**config.mk**
```make
export PLATFORM = sky130hd
export DESIGN_NAME = seven_segment_scan_formatter
export DESIGN_NICKNAME = d
export VERILOG_FILES = /design/src/ssf_pkg.sv /design/src/ssf_ram.sv /design/src/ssf_bcd_split.sv /design/src/seven_segment_scan_formatter.sv
export VERILOG_INCLUDE_DIRS = /design/src /design/src/src
export SDC_FILE = /design/constraint.sdc
export NUM_CORES = 1
export LEC_CHECK = 0
export ABC_CLOCK_PERIOD_IN_PS = 8000
export BUFFER_PORTS_ARGS = -buffer_cell sky130_fd_sc_hd__buf_4
export CAP_MARGIN = 20
export CORE_MARGIN = 5
export CORE_UTILIZATION = 40
export DETAILED_ROUTE_END_ITERATION = 8
export MAX_ROUTING_LAYER = met4
export PLACE_DENSITY_LB_ADDON = 0.1
export SLEW_MARGIN = 0
export SYNTH_ARGS = -nofsm -noshare
export SYNTH_HDL_FRONTEND = slang
export SYNTH_SLANG_ARGS = --single-unit
```
**constraint.sdc**
```tcl
create_clock -name aclk -period 8 [get_ports aclk]
set_input_delay 0.4 -clock aclk [delete_from_list [all_inputs] [get_ports aclk]]
set_output_delay 0.4 -clock aclk [all_outputs]
set_load 0.005 [all_outputs]
```
**src/assert_macros.svh**
```systemverilog
// assertion helpers for the scan formatter
`ifndef ASSERT_MACROS_SVH
`define ASSERT_MACROS_SVH

// checked only while out of reset
`define SSF_ASSERT(label, prop, msg) \
    label: assert property (@(posedge aclk) disable iff (!aresetn) prop) else $error(msg);

// checked at every edge, reset included
`define SSF_ASSERT_ALWAYS(label, prop, msg) \
    label: assert property (@(posedge aclk) prop) else $error(msg);

`endif

```
**src/ssf_pkg.sv**
```systemverilog
package ssf_pkg;

    // digit positions per display in the code store
    localparam int STORE_DIGITS = 4;

    // request kinds
    localparam logic [1:0] OP_SCAN  = 2'd0;
    localparam logic [1:0] OP_SHOW  = 2'd1;
    localparam logic [1:0] OP_RAW   = 2'd2;
    localparam logic [1:0] OP_CLEAR = 2'd3;

    // register indexes
    localparam logic [2:0] REG_DIGITS_FIRST  = 3'd0;
    localparam logic [2:0] REG_DIGITS_SECOND = 3'd1;
    localparam logic [2:0] REG_BLANK_CODE    = 3'd2;
    localparam logic [2:0] REG_MINUS_CODE    = 3'd3;
    localparam logic [2:0] REG_ERROR_CODE    = 3'd4;
    localparam logic [2:0] REG_DOT_MASK      = 3'd5;

    // reciprocal of ten, exact for every 16-bit magnitude
    localparam logic [15:0] RECIP_TEN = 16'd52429;
    localparam int          RECIP_SHIFT = 19;

    typedef logic [3:0] bcd_digit_t;

    typedef struct packed {
        logic                               busy;
        logic                               done;
        logic                               overflow;
        logic [STORE_DIGITS-1:0][3:0]       digit;
    } split_status_t;

    function automatic logic [7:0] seg_code(input bcd_digit_t d);
        logic [7:0] c;
        case (d)
            4'd0:    c = 8'd3;
            4'd1:    c = 8'd159;
            4'd2:    c = 8'd37;
            4'd3:    c = 8'd13;
            4'd4:    c = 8'd153;
            4'd5:    c = 8'd73;
            4'd6:    c = 8'd65;
            4'd7:    c = 8'd31;
            4'd8:    c = 8'd1;
            4'd9:    c = 8'd9;
            default: c = 8'd3;
        endcase
        return c;
    endfunction

endpackage

```
**src/ssf_ram.sv**
```systemverilog
module ssf_ram #(
    parameter int WIDTH  = 32,
    parameter int DEPTH  = 2,
    parameter int ADDR_W = (DEPTH > 1) ? $clog2(DEPTH) : 1
) (
    input  logic              aclk,
    input  logic              wr_en,
    input  logic [ADDR_W-1:0] wr_addr,
    input  logic [WIDTH-1:0]  wr_data,
    input  logic              rd_en,
    input  logic [ADDR_W-1:0] rd_addr,
    output logic [WIDTH-1:0]  rd_data
);

    logic [WIDTH-1:0] mem [DEPTH];
    logic [WIDTH-1:0] rd_data_reg;

    always_ff @(posedge aclk) begin
        if (wr_en) begin
            mem[wr_addr] <= wr_data;
        end
        if (rd_en) begin
            rd_data_reg <= mem[rd_addr];
        end
    end

    assign rd_data = rd_data_reg;

endmodule

```
**src/ssf_bcd_split.sv**
```systemverilog
// splits a magnitude into decimal digits, one digit per cycle
module ssf_bcd_split (
    input  logic                  aclk,
    input  logic                  aresetn,
    input  logic                  start,
    input  logic [15:0]           magnitude,
    input  logic [2:0]            num_digits,
    output ssf_pkg::split_status_t status
);

    logic [15:0] mag_reg, mag_next;
    logic [2:0]  cnt_reg, cnt_next;
    logic [2:0]  len_reg, len_next;
    logic        busy_reg, busy_next;
    logic        done_reg, done_next;
    logic [ssf_pkg::STORE_DIGITS-1:0][3:0] digit_reg, digit_next;

    logic [31:0] product;
    logic [15:0] quotient;
    logic [15:0] remainder;

    always_comb begin
        product   = mag_reg * ssf_pkg::RECIP_TEN;
        quotient  = 16'(product >> ssf_pkg::RECIP_SHIFT);
        remainder = mag_reg - ((quotient << 3) + (quotient << 1));
    end

    always_comb begin
        mag_next   = mag_reg;
        cnt_next   = cnt_reg;
        len_next   = len_reg;
        busy_next  = busy_reg;
        done_next  = 1'b0;
        digit_next = digit_reg;
        if (start) begin
            mag_next  = magnitude;
            cnt_next  = 3'd0;
            len_next  = num_digits;
            busy_next = 1'b1;
        end else if (busy_reg) begin
            digit_next[cnt_reg[1:0]] = remainder[3:0];
            mag_next = quotient;
            cnt_next = cnt_reg + 3'd1;
            if (cnt_next == len_reg) begin
                busy_next = 1'b0;
                done_next = 1'b1;
            end
        end
    end

    always_ff @(posedge aclk) begin
        if (!aresetn) begin
            busy_reg <= 1'b0;
            done_reg <= 1'b0;
            cnt_reg  <= 3'd0;
        end else begin
            busy_reg <= busy_next;
            done_reg <= done_next;
            cnt_reg  <= cnt_next;
        end
        mag_reg   <= mag_next;
        len_reg   <= len_next;
        digit_reg <= digit_next;
    end

    always_comb begin
        status.busy     = busy_reg;
        status.done     = done_reg;
        status.overflow = (mag_reg != 16'd0);
        status.digit    = digit_reg;
    end

endmodule

```
**src/seven_segment_scan_formatter.sv**
```systemverilog
// multiplexed seven-segment driver for up to two displays of up to four digits
//
// requests arrive on the s_ stream: tuser carries the operation (scan tick,
// show number, write raw codes, clear), tdata the number, point flag, display
// and raw codes. every request gives one result on the m_ stream: the code of
// the lit digit and the one-hot cathode.
// digit codes live in a small ram, one row of digit codes per display. each
// request runs a sequence: execute, optional decimal split, row write (none
// for a scan tick), row read, output load.
// a request is taken only in the idle state, so the block finishes one request
// before it accepts the next; a number write waits on the split unit, which
// produces one decimal digit per cycle for each fitted digit of its display.
// the result is loaded into the output register from the response state; a
// new request can be taken while it waits there, but a stalled receiver holds
// the next result back in the output stage.
// reset clears the cathode (no digit lit), the output valid and the row
// valid bits, so every stored code reads as zero until a row is written, and
// loads the register defaults. the apb port is always ready.
module seven_segment_scan_formatter #(
    parameter int MAX_DIGITS   = 4,
    parameter int NUM_DISPLAYS = 2
) (
    input  logic        aclk,
    input  logic        aresetn,

    input  logic        s_tvalid,
    output logic        s_tready,
    // value[15:0], dot_flag[16], display[17], raw_units[25:18],
    // raw_tens[33:26], raw_hundreds[41:34], raw_thousands[49:42], zero pad
    input  logic [55:0] s_tdata,
    // operation[1:0]
    input  logic [1:0]  s_tuser,

    output logic        m_tvalid,
    input  logic        m_tready,
    // segment_code[7:0], digit_select[15:8]
    output logic [15:0] m_tdata,

    input  logic        psel,
    input  logic        penable,
    input  logic        pwrite,
    input  logic [4:0]  paddr,
    input  logic [31:0] pwdata,
    output logic [31:0] prdata,
    output logic        pready
);

    localparam int ROW_W  = MAX_DIGITS * 8;
    localparam int ROW_AW = (NUM_DISPLAYS > 1) ? $clog2(NUM_DISPLAYS) : 1;

    // sequencer states
    localparam logic [2:0] ST_IDLE  = 3'd0;
    localparam logic [2:0] ST_EXEC  = 3'd1;
    localparam logic [2:0] ST_SPLIT = 3'd2;
    localparam logic [2:0] ST_READ  = 3'd3;
    localparam logic [2:0] ST_RESP  = 3'd4;

    // configuration registers
    logic [2:0] digits_first_reg, digits_second_reg;
    logic [7:0] blank_code_reg, minus_code_reg, error_code_reg, dot_mask_reg;
    logic       cfg_wr;

    assign pready = 1'b1;
    assign cfg_wr = psel && penable && pwrite;

    always_ff @(posedge aclk) begin
        if (!aresetn) begin
            digits_first_reg  <= 3'd4;
            digits_second_reg <= 3'd4;
            blank_code_reg    <= 8'd255;
            minus_code_reg    <= 8'd253;
            error_code_reg    <= 8'd97;
            dot_mask_reg      <= 8'd254;
        end else if (cfg_wr) begin
            case (paddr[4:2])
                ssf_pkg::REG_DIGITS_FIRST:  digits_first_reg  <= pwdata[2:0];
                ssf_pkg::REG_DIGITS_SECOND: digits_second_reg <= pwdata[2:0];
                ssf_pkg::REG_BLANK_CODE:    blank_code_reg    <= pwdata[7:0];
                ssf_pkg::REG_MINUS_CODE:    minus_code_reg    <= pwdata[7:0];
                ssf_pkg::REG_ERROR_CODE:    error_code_reg    <= pwdata[7:0];
                ssf_pkg::REG_DOT_MASK:      dot_mask_reg      <= pwdata[7:0];
                default: ;
            endcase
        end
    end

    always_comb begin
        case (paddr[4:2])
            ssf_pkg::REG_DIGITS_FIRST:  prdata = {29'd0, digits_first_reg};
            ssf_pkg::REG_DIGITS_SECOND: prdata = {29'd0, digits_second_reg};
            ssf_pkg::REG_BLANK_CODE:    prdata = {24'd0, blank_code_reg};
            ssf_pkg::REG_MINUS_CODE:    prdata = {24'd0, minus_code_reg};
            ssf_pkg::REG_ERROR_CODE:    prdata = {24'd0, error_code_reg};
            ssf_pkg::REG_DOT_MASK:      prdata = {24'd0, dot_mask_reg};
            default:                    prdata = 32'd0;
        endcase
    end

    // fitted digit counts, clamped
    logic [2:0] fit_first, fit_second;

    always_comb begin
        if (digits_first_reg == 3'd0) begin
            fit_first = 3'd1;
        end else if (digits_first_reg > 3'(MAX_DIGITS)) begin
            fit_first = 3'(MAX_DIGITS);
        end else begin
            fit_first = digits_first_reg;
        end
        if (NUM_DISPLAYS < 2) begin
            fit_second = 3'd0;
        end else if (digits_second_reg > 3'(MAX_DIGITS)) begin
            fit_second = 3'(MAX_DIGITS);
        end else begin
            fit_second = digits_second_reg;
        end
    end

    // latched request
    logic [2:0]  state_reg, state_next;
    logic [1:0]  op_reg;
    logic [15:0] value_reg;
    logic        dot_reg;
    logic        disp_reg;
    logic [31:0] raw_reg;
    logic        req_acc;

    assign s_tready = (state_reg == ST_IDLE);
    assign req_acc  = s_tvalid && s_tready;

    always_ff @(posedge aclk) begin
        if (req_acc) begin
            op_reg    <= s_tuser;
            value_reg <= s_tdata[15:0];
            dot_reg   <= s_tdata[16];
            disp_reg  <= s_tdata[17];
            raw_reg   <= s_tdata[49:18];
        end
    end

    // cathode decode
    logic [7:0] cathode_reg, cathode_next;
    logic       cat_onehot;
    logic [2:0] cat_bit;
    logic       slot_ok;
    logic [7:0] scan_next;

    always_comb begin
        cat_onehot = (cathode_reg != 8'd0) && ((cathode_reg & (cathode_reg - 8'd1)) == 8'd0);
        cat_bit = 3'd0;
        for (int b = 0; b < 8; b++) begin
            if (cathode_reg[b]) begin
                cat_bit = 3'(b);
            end
        end
        if (!cat_bit[2]) begin
            slot_ok = cat_onehot && ({1'b0, cat_bit[1:0]} < fit_first);
        end else begin
            slot_ok = cat_onehot && ({1'b0, cat_bit[1:0]} < fit_second);
        end

        // one-hot, so the next digit up is a left shift
        if (!slot_ok) begin
            scan_next = 8'd1;
        end else if (!cat_bit[2]) begin
            if ({1'b0, cat_bit[1:0]} + 3'd1 < fit_first) begin
                scan_next = cathode_reg << 1;
            end else if (fit_second != 3'd0) begin
                scan_next = 8'd16;
            end else begin
                scan_next = 8'd1;
            end
        end else begin
            if ({1'b0, cat_bit[1:0]} + 3'd1 < fit_second) begin
                scan_next = cathode_reg << 1;
            end else begin
                scan_next = 8'd1;
            end
        end
    end

    // number conversion
    logic [2:0]             disp_digits;
    logic                   neg;
    logic [15:0]            magnitude;
    logic                   split_start;
    ssf_pkg::split_status_t split;

    always_comb begin
        disp_digits = disp_reg ? fit_second : fit_first;
        neg         = value_reg[15];
        magnitude   = neg ? (~value_reg + 16'd1) : value_reg;
    end

    ssf_bcd_split u_split (
        .aclk       (aclk),
        .aresetn    (aresetn),
        .start      (split_start),
        .magnitude  (magnitude),
        .num_digits (disp_digits),
        .status     (split)
    );

    logic [ssf_pkg::STORE_DIGITS-1:0][7:0] fmt_code;
    logic [ssf_pkg::STORE_DIGITS:0]        fmt_blank;
    logic [1:0]                            top_idx;
    logic                                  minus_done;
    logic [ROW_W-1:0]                      fmt_row;

    always_comb begin
        top_idx    = 2'(disp_digits - 3'd1);
        minus_done = 1'b0;
        fmt_blank[ssf_pkg::STORE_DIGITS] = 1'b1;
        for (int i = 0; i < ssf_pkg::STORE_DIGITS; i++) begin
            if (3'(i) < disp_digits) begin
                fmt_code[i]  = ssf_pkg::seg_code(split.digit[i]);
                fmt_blank[i] = 1'b0;
            end else begin
                fmt_code[i]  = blank_code_reg;
                fmt_blank[i] = 1'b1;
            end
        end
        // leading-zero blanking, units digit always lit
        for (int i = ssf_pkg::STORE_DIGITS - 1; i > 0; i--) begin
            if ((3'(i) < disp_digits) && fmt_blank[i+1] && (split.digit[i] == 4'd0)) begin
                fmt_code[i]  = blank_code_reg;
                fmt_blank[i] = 1'b1;
            end
        end
        // overflow, or no room left for the sign
        if (split.overflow || (neg && !fmt_blank[top_idx])) begin
            fmt_code[top_idx]  = error_code_reg;
            fmt_blank[top_idx] = 1'b0;
        end
        // minus just above the leading digit
        if (neg) begin
            for (int i = ssf_pkg::STORE_DIGITS - 1; i > 0; i--) begin
                if (!minus_done && (3'(i) < disp_digits) && fmt_blank[i]
                    && !fmt_blank[i-1]) begin
                    fmt_code[i] = minus_code_reg;
                    minus_done  = 1'b1;
                end
            end
        end
        if (dot_reg) begin
            fmt_code[0] = fmt_code[0] & dot_mask_reg;
        end
        for (int p = 0; p < MAX_DIGITS; p++) begin
            fmt_row[p*8 +: 8] = fmt_code[p];
        end
    end

    // code store, one row per display
    logic                    ram_we;
    logic [ROW_W-1:0]        ram_wdata;
    logic                    ram_re;
    logic [ROW_W-1:0]        ram_rdata;
    logic [NUM_DISPLAYS-1:0] row_valid_reg, row_valid_next;
    logic                    disp_fitted;

    assign disp_fitted = (int'(disp_reg) < NUM_DISPLAYS);

    ssf_ram #(
        .WIDTH (ROW_W),
        .DEPTH (NUM_DISPLAYS)
    ) u_store (
        .aclk    (aclk),
        .wr_en   (ram_we),
        .wr_addr (ROW_AW'(disp_reg)),
        .wr_data (ram_wdata),
        .rd_en   (ram_re),
        .rd_addr (ROW_AW'(cat_bit[2])),
        .rd_data (ram_rdata)
    );

    // read-side flags captured with the row read
    logic       rd_slot_ok_reg;
    logic       rd_row_ok_reg;
    logic [1:0] rd_pos_reg;
    logic [31:0] rd_row32;
    logic [7:0] seg_out;

    always_ff @(posedge aclk) begin
        if (ram_re) begin
            rd_slot_ok_reg <= slot_ok;
            rd_row_ok_reg  <= row_valid_reg[ROW_AW'(cat_bit[2])];
            rd_pos_reg     <= cat_bit[1:0];
        end
    end

    always_comb begin
        rd_row32 = 32'(ram_rdata);
        if (!rd_slot_ok_reg) begin
            seg_out = blank_code_reg;
        end else if (!rd_row_ok_reg) begin
            seg_out = 8'd0;
        end else begin
            seg_out = rd_row32[rd_pos_reg*8 +: 8];
        end
    end

    // output stage
    logic        m_tvalid_reg, m_tvalid_next;
    logic [15:0] m_tdata_reg;
    logic        out_load;

    assign m_tvalid = m_tvalid_reg;
    assign m_tdata  = m_tdata_reg;

    // sequencer
    always_comb begin
        state_next     = state_reg;
        cathode_next   = cathode_reg;
        row_valid_next = row_valid_reg;
        split_start    = 1'b0;
        ram_we         = 1'b0;
        ram_wdata      = fmt_row;
        ram_re         = 1'b0;
        out_load       = 1'b0;
        m_tvalid_next  = m_tvalid_reg && !m_tready;
        case (state_reg)
            ST_IDLE: begin
                if (req_acc) begin
                    state_next = ST_EXEC;
                end
            end
            ST_EXEC: begin
                state_next = ST_READ;
                case (op_reg)
                    ssf_pkg::OP_SCAN: begin
                        cathode_next = scan_next;
                    end
                    ssf_pkg::OP_SHOW: begin
                        if (disp_digits != 3'd0) begin
                            split_start = 1'b1;
                            state_next  = ST_SPLIT;
                        end
                    end
                    ssf_pkg::OP_RAW: begin
                        ram_we    = disp_fitted;
                        ram_wdata = raw_reg[ROW_W-1:0];
                    end
                    default: begin
                        ram_we    = disp_fitted;
                        ram_wdata = {MAX_DIGITS{blank_code_reg}};
                    end
                endcase
            end
            ST_SPLIT: begin
                if (split.done) begin
                    ram_we     = disp_fitted;
                    state_next = ST_READ;
                end
            end
            ST_READ: begin
                ram_re     = 1'b1;
                state_next = ST_RESP;
            end
            ST_RESP: begin
                if (!m_tvalid_reg || m_tready) begin
                    out_load      = 1'b1;
                    m_tvalid_next = 1'b1;
                    state_next    = ST_IDLE;
                end
            end
            default: begin
                state_next = ST_IDLE;
            end
        endcase
        if (ram_we) begin
            row_valid_next[ROW_AW'(disp_reg)] = 1'b1;
        end
    end

    always_ff @(posedge aclk) begin
        if (!aresetn) begin
            state_reg     <= ST_IDLE;
            cathode_reg   <= 8'd0;
            row_valid_reg <= '0;
            m_tvalid_reg  <= 1'b0;
        end else begin
            state_reg     <= state_next;
            cathode_reg   <= cathode_next;
            row_valid_reg <= row_valid_next;
            m_tvalid_reg  <= m_tvalid_next;
        end
        if (out_load) begin
            m_tdata_reg <= {cathode_reg, seg_out};
        end
    end

`include "assert_macros.svh"

    `SSF_ASSERT(a_cathode_onehot0, $onehot0(cathode_reg), "cathode not one-hot or zero")
    `SSF_ASSERT_ALWAYS(a_pready_high, pready, "apb port not ready")
    `SSF_ASSERT(a_split_in_flight, (state_reg == ST_SPLIT) |-> (split.busy || split.done), "split unit idle while awaited")
    `SSF_ASSERT(a_result_from_resp, $rose(m_tvalid_reg) |-> ($past(state_reg) == ST_RESP), "result loaded outside response state")
    `SSF_ASSERT(a_split_only_show, split_start |-> (op_reg == ssf_pkg::OP_SHOW), "split started for a non-number request")

endmodule

```
After elaboration in Yosys (flattened, before gate mapping)
Memories as Yosys holds them, arrays and structs flattened. A register that Yosys moved wholly into a read port is not among the register bits.
Cells that the tools add are included.
{"block": "totals", "mem_bits_rw": 64, "input_bits": 102, "regBits": 164, "mem_count": 5, "output_inout_bits": 51, "romBits": 448, "word_cells": 235}
{"name": "(no name shown)", "words": 16, "width": 7, "read_ports": 1, "rd_clocked_by_memory_dff": 1, "write_ports": 0, "line": "ssf_pkg.sv:35", "text": "case (d)"}
{"name": "(no name shown)", "words": 16, "width": 7, "read_ports": 1, "rd_clocked_by_memory_dff": 1, "write_ports": 0, "line": "ssf_pkg.sv:35"}
{"name": "(no name shown)", "words": 16, "width": 7, "read_ports": 1, "rd_clocked_by_memory_dff": 1, "write_ports": 0, "line": "ssf_pkg.sv:35"}
{"name": "(no name shown)", "words": 16, "width": 7, "read_ports": 1, "rd_clocked_by_memory_dff": 1, "write_ports": 0, "line": "ssf_pkg.sv:35"}
{"name": "u_store.mem", "words": 2, "width": 32, "read_ports": 1, "rd_clocked_by_memory_dff": 1, "write_ports": 1, "line": "ssf_ram.sv:15", "text": "logic [WIDTH-1:0] mem [DEPTH];"}
{"block": "op_classes", "bitwise": 9, "n_eq_ne": 15, "shifts": 1, "multipliers": 1, "n_reduce_logical": 60, "n_mux": 91, "magnitude_cmp": 18, "add_sub_neg": 7}
{"cell": "8-bit 2-to-1 mux", "count": 18}
{"cell": "32-bit 2-to-1 mux", "count": 2}
{"cell": "32-bit one-hot mux with 2 select lines", "count": 1}
{"cell": "16-bit 2-to-1 mux", "count": 3}
{"cell": "8-bit one-hot mux with 6 select lines", "count": 1}
{"cell": "3-bit 2-to-1 mux", "count": 13}
{"cell": "1-bit 2-to-1 mux", "count": 36}
{"cell": "32-bit bitwise mux", "count": 1}
{"cell": "16-bit by 16-bit multiplier with 32-bit output, second input constant", "count": 1}
{"cell": "32-bit by 6-bit variable part select with 8-bit output", "count": 1}
{"cell": "1-bit logical AND", "count": 25}
{"cell": "24-bit 2-to-1 mux", "count": 1}
{"cell": "4-bit 2-to-1 mux", "count": 6}
{"cell": "16-bit by 1-bit adder with 16-bit output, second input constant", "count": 1}
{"cell": "8-bit AND", "count": 2}
{"cell": "16-bit bitwise mux", "count": 1}
{"cell": "8-bit demux with 2-bit select", "count": 1}
{"cell": "16-bit inverter", "count": 1}
{"cell": "2-bit AND reduction", "count": 8}
{"cell": "16-bit nonzero test", "count": 1}
{"cell": "3-bit one-hot mux with 5 select lines", "count": 1}
{"cell": "3-bit by 2-bit == test with 1-bit output, second input constant", "count": 4}
{"cell": "4-bit zero test", "count": 3}
{"cell": "3-bit == test, second input constant", "count": 3}
{"cell": "43 further kinds", "count": 67}

Longest topological paths before layout
{"block": "depth", "depth_word": 37, "mapped_depth": 26, "depth_no_buf": 26}

Cells and area by module
A second synthesis with hierarchy kept.
{"block": "unflattened", "hier_cells": 1686, "area_unflattened_um2": 17967.2}
{"mod": "seven_segment_scan_formatter", "seq_area_each_um2": 3203.1, "cells_each": 911, "area_per_inst_um2": 8026.4, "n_inst": 1}
{"mod": "ssf_bcd_split", "seq_area_each_um2": 1151.1, "cells_each": 641, "area_per_inst_um2": 6501.2, "n_inst": 1}
{"mod": "ssf_ram", "seq_area_each_um2": 2882.8, "cells_each": 134, "area_per_inst_um2": 3439.5, "n_inst": 1}

Worst setup path before layout
OpenSTA, ideal clock, no wires.
{"block": "synth_timing", "path_type": "reg-to-reg", "startpoint": "register u_split.mag_reg[3]", "endpoint": "register (tool-made name)", "period_less_slack_ps": 6372, "path_buffers": 0, "path_stages_with_launch": 26, "t_required_ps": 7925, "setup_slack_ps": 1628, "arrival_ps": 6297, "setup_ps": 75, "cell_sequence": "edfxtp_1 > ha_1 > inv_1 > fa_1 > inv_1 > fa_1 > inv_1 > fa_1 > fa_1 > inv_1 > fa_1 > ha_1 > nand4_1 > a21oi_1 > nand4_1 > o21ai_0 > a21oi_1 > xnor2_1 > ha_1 > xnor2_1 > mux2i_1 > inv_1 > a21boi_0 > nor2_1 > o221a_2 > a31oi_1"}
{"element": "start, declared", "line": "ssf_bcd_split.sv:11", "text": "logic [15:0] mag_reg, mag_next;"}
{"element": "start signal, assigned", "line": "ssf_bcd_split.sv:61", "text": "mag_reg <= mag_next;"}

==> impl_metrics.json <==
{
  "syn_to_final_growth_pct": 13.19,
  "fmax_mhz": 135.5,
  "cp_max_fo": 7,
  "vias": 12770,
  "clk_latency_ns": 0.52,
  "crit_required_ns": 8.44,
  "dp.final_hpwl_mm": 36.92,
  "crit_buf_inv": 5,
  "cts_tree": "done",
  "synth-edff-count": 203,
  "hp-class": "in -> reg",
  "fin_crit_ns": 7.379,
  "route.detailed.wl_per_inst_um": 19.77,
  "largest_register_ffs": 64,
  "critPathTopFamily": "adder cells",
  "antenna_left": 0,
  "drive_gt1_share_pct": 11.16,
  "cpMaxStageDelayCell": "fa_1",
  "layout.nets": 2176,
  "cpMostUsedCell": "fa_1",
  "grt_pass1_vias": 12440,
  "htreeDepth": 2,
  "grt_max_degree": 65,
  "die-width_um": 224.4,
  "cp-end-kind": "register",
  "start_kind": "register",
  "synthArstFlopShare_pct": 0,
  "wl_met1_mm": 23.53,
  "coreArea_um2": 45380,
  "yosysMostFrequentCell": "nand2_1",
  "worst_pin_slew_ns": 1.143,
  "ys_top_cells_by_count": "nand2_1 (261), edfxtp_1 (203), inv_1 (189)",
  "setup-tns-final_ns": 0,
  "rsz0062_at_grt": "no",
  "met3_length_mm": 2.858,
  "r2r_cells": 25,
  "setup_viol": 0,
  "met2_wirelength_mm": 20.79,
  "arrival_ns": 7.81,
  "ys_warn_count": 0,
  "min_delay_path_depth": 1,
  "drv_cap": 0,
  "relSlewSlack_pct": 23.52,
  "numClockSinks": 288,
  "route.detailed.drc": 0,
  "port_buffers": 95,
  "final-hold-violation-count": 0,
  "cts.clk_slew.worst_paths_ns": 0.06,
  "start_util_pct": 40.50,
  "first_pass_iters": 5,
  "finClkSkew_ns": 0.01904,
  "numCtsBuffers": 34,
  "die_area_um2": 50330,
  "path_class": "reg -> reg",
  "die_h_um": 224.4,
  "crit_cells": 25,
  "routed_wl_mm": 48.20,
  "grt_pass1_wl_mm": 73.77,
  "synth_area_leaders": "edfxtp_1 (33%), ha_1 (12%), dfxtp_1 (9.3%), fa_1 (8.8%), nand2_1 (5.3%)",
  "highest_layer": "met4",
  "finalCritPeriodShare_pct": 92.24,
  "overflow": 0,
  "ys_dominant_reg_cell": "edfxtp_1",
  "grt_use_total_pct": 19.40,
  "postSynthCellCount": 1729,
  "cts-root-buf": "clkbuf_16",
  "yosys.area.top_type": "edfxtp_1",
  "max_stage_delay_ns": 0.55,
  "drt-vias-per-instance": 5.236,
  "cts-hold-fix-buffers": 0,
  "antenna_found_initial": 2,
  "ys_ff_latch": 288,
  "cts_buffer_depth": 3,
  "ioPinCount": 153,
  "fp-row-count": 78,
  "slew_viol_final": 0,
  "status": "complete, no violations",
  "syn-cell-area_um2": 18380,
  "ys_types": 74,
  "syn_avg_cell_area_um2": 10.63,
  "seq_area_frac_synth_pct": 42.43,
  "drtIter0Drc": 923,
  "gp_congestion": 0.9350,
  "synth_top_area_share_pct": 33.17
}
==> worst register-to-register path, delay by kind of cell (launching register included) <==
family / cells / cell delay, ns
fa+ha+maj: 8 / 3.70
xor+xnor: 2 / 0.36
compound gates: 6 / 1.69
simple gates: 3 / 0.40
buf+inv: 5 / 0.47
flops: 1 / 0.54
mux: 1 / 0.18
==> what timing repair did <==
item / in CTS / in global routing
resized for setup: 0 / 1
buffers inserted: 0 / 0
endpoints found under the setup margin: 0 / 4
==> through the flow <==
step | hold slack, ns | setup WS, ns | std cells | utilization, % | cell area (µm²)
after global placement | 0.4501 | 0.4396 | 2376 | 43.33 | 19660
after detailed placement | 0.4632 | 0.3261 | 2376 | 43.33 | 19660
after global routing | 0.03015 | 0.1610 | 2438 | 45.84 | 20800
after floorplan | 0.4064 | 1.628 | 1752 | - | 18470
final | 0.05688 | 0.6206 | 2438 | 45.84 | 20800
after CTS | 0.03139 | 0.2821 | 2437 | 45.84 | 20800
==> cells in the final DEF, fill, tap and decap left out, drive strengths merged, types with 5 or more instances in the layout <==
cell type and n:
a221oi 5, nor4 11, nor2 87, a21oi 58
nor2b 8, ha 181, fa 81, o21a 7
o221ai 20, nand4 6, or3 7, xnor2 26
edfxtp 203, xor2 10, a21boi 6, nand2b 16
a21o 7, buf 122, o2111ai 25, clkbuf 43
a22oi 8, a211oi 10, mux2i 96, nor3 9
o31ai 8, conb 25, a31oi 5, o21ai 64
o211ai 26, nand2 261, nand3 38, clkinv 14
dfxtp 85, mux4 9, inv 192
==> final cells by class <==
cell class | count | area, µm²
inverter | 192 | 720.7
timing repair buffer | 122 | 915.9
clock buffer | 43 | 925.9
antenna | 1 | 2.502
fill | 4295 | 24580
multi-input combinational | 1174 | 9479
tap | 600 | 750.7
sequential | 288 | 7797
clock inverter | 18 | 211.5
==> logic make-up after synthesis <==
group,Yosys count,share of synthesized area [%]
fa+ha+maj,262,21.15
other cells,2,0.04086
mux,106,6.413
simple gates,463,10.89
compound gates,281,10.65
buf+inv,290,6.597
flops,288,42.43
xor+xnor,37,1.838
==> path summary, 6_finish.rpt <==
check | from | endpoint | slack [ns]
min | s_tdata[34] | raw_reg[16] | 0.06
max reg2reg | u_split.mag_reg[3] | register | 0.62
min reg2reg | row_valid_reg[0] | row_valid_reg[0] | 0.48
max | u_split.mag_reg[3] | register | 0.62
==> metal layers <==
layer,global-route usage [%],vias to the layer above
met2,28.41,329
met3,2.950,60
met4,4.203,0
met1,28.70,6198
met5,-,-
li1,-,6179
Power is left out: the tool's default activity adds up to more than one toggle a clock period on the data nets, which glitch-free logic cannot reach.
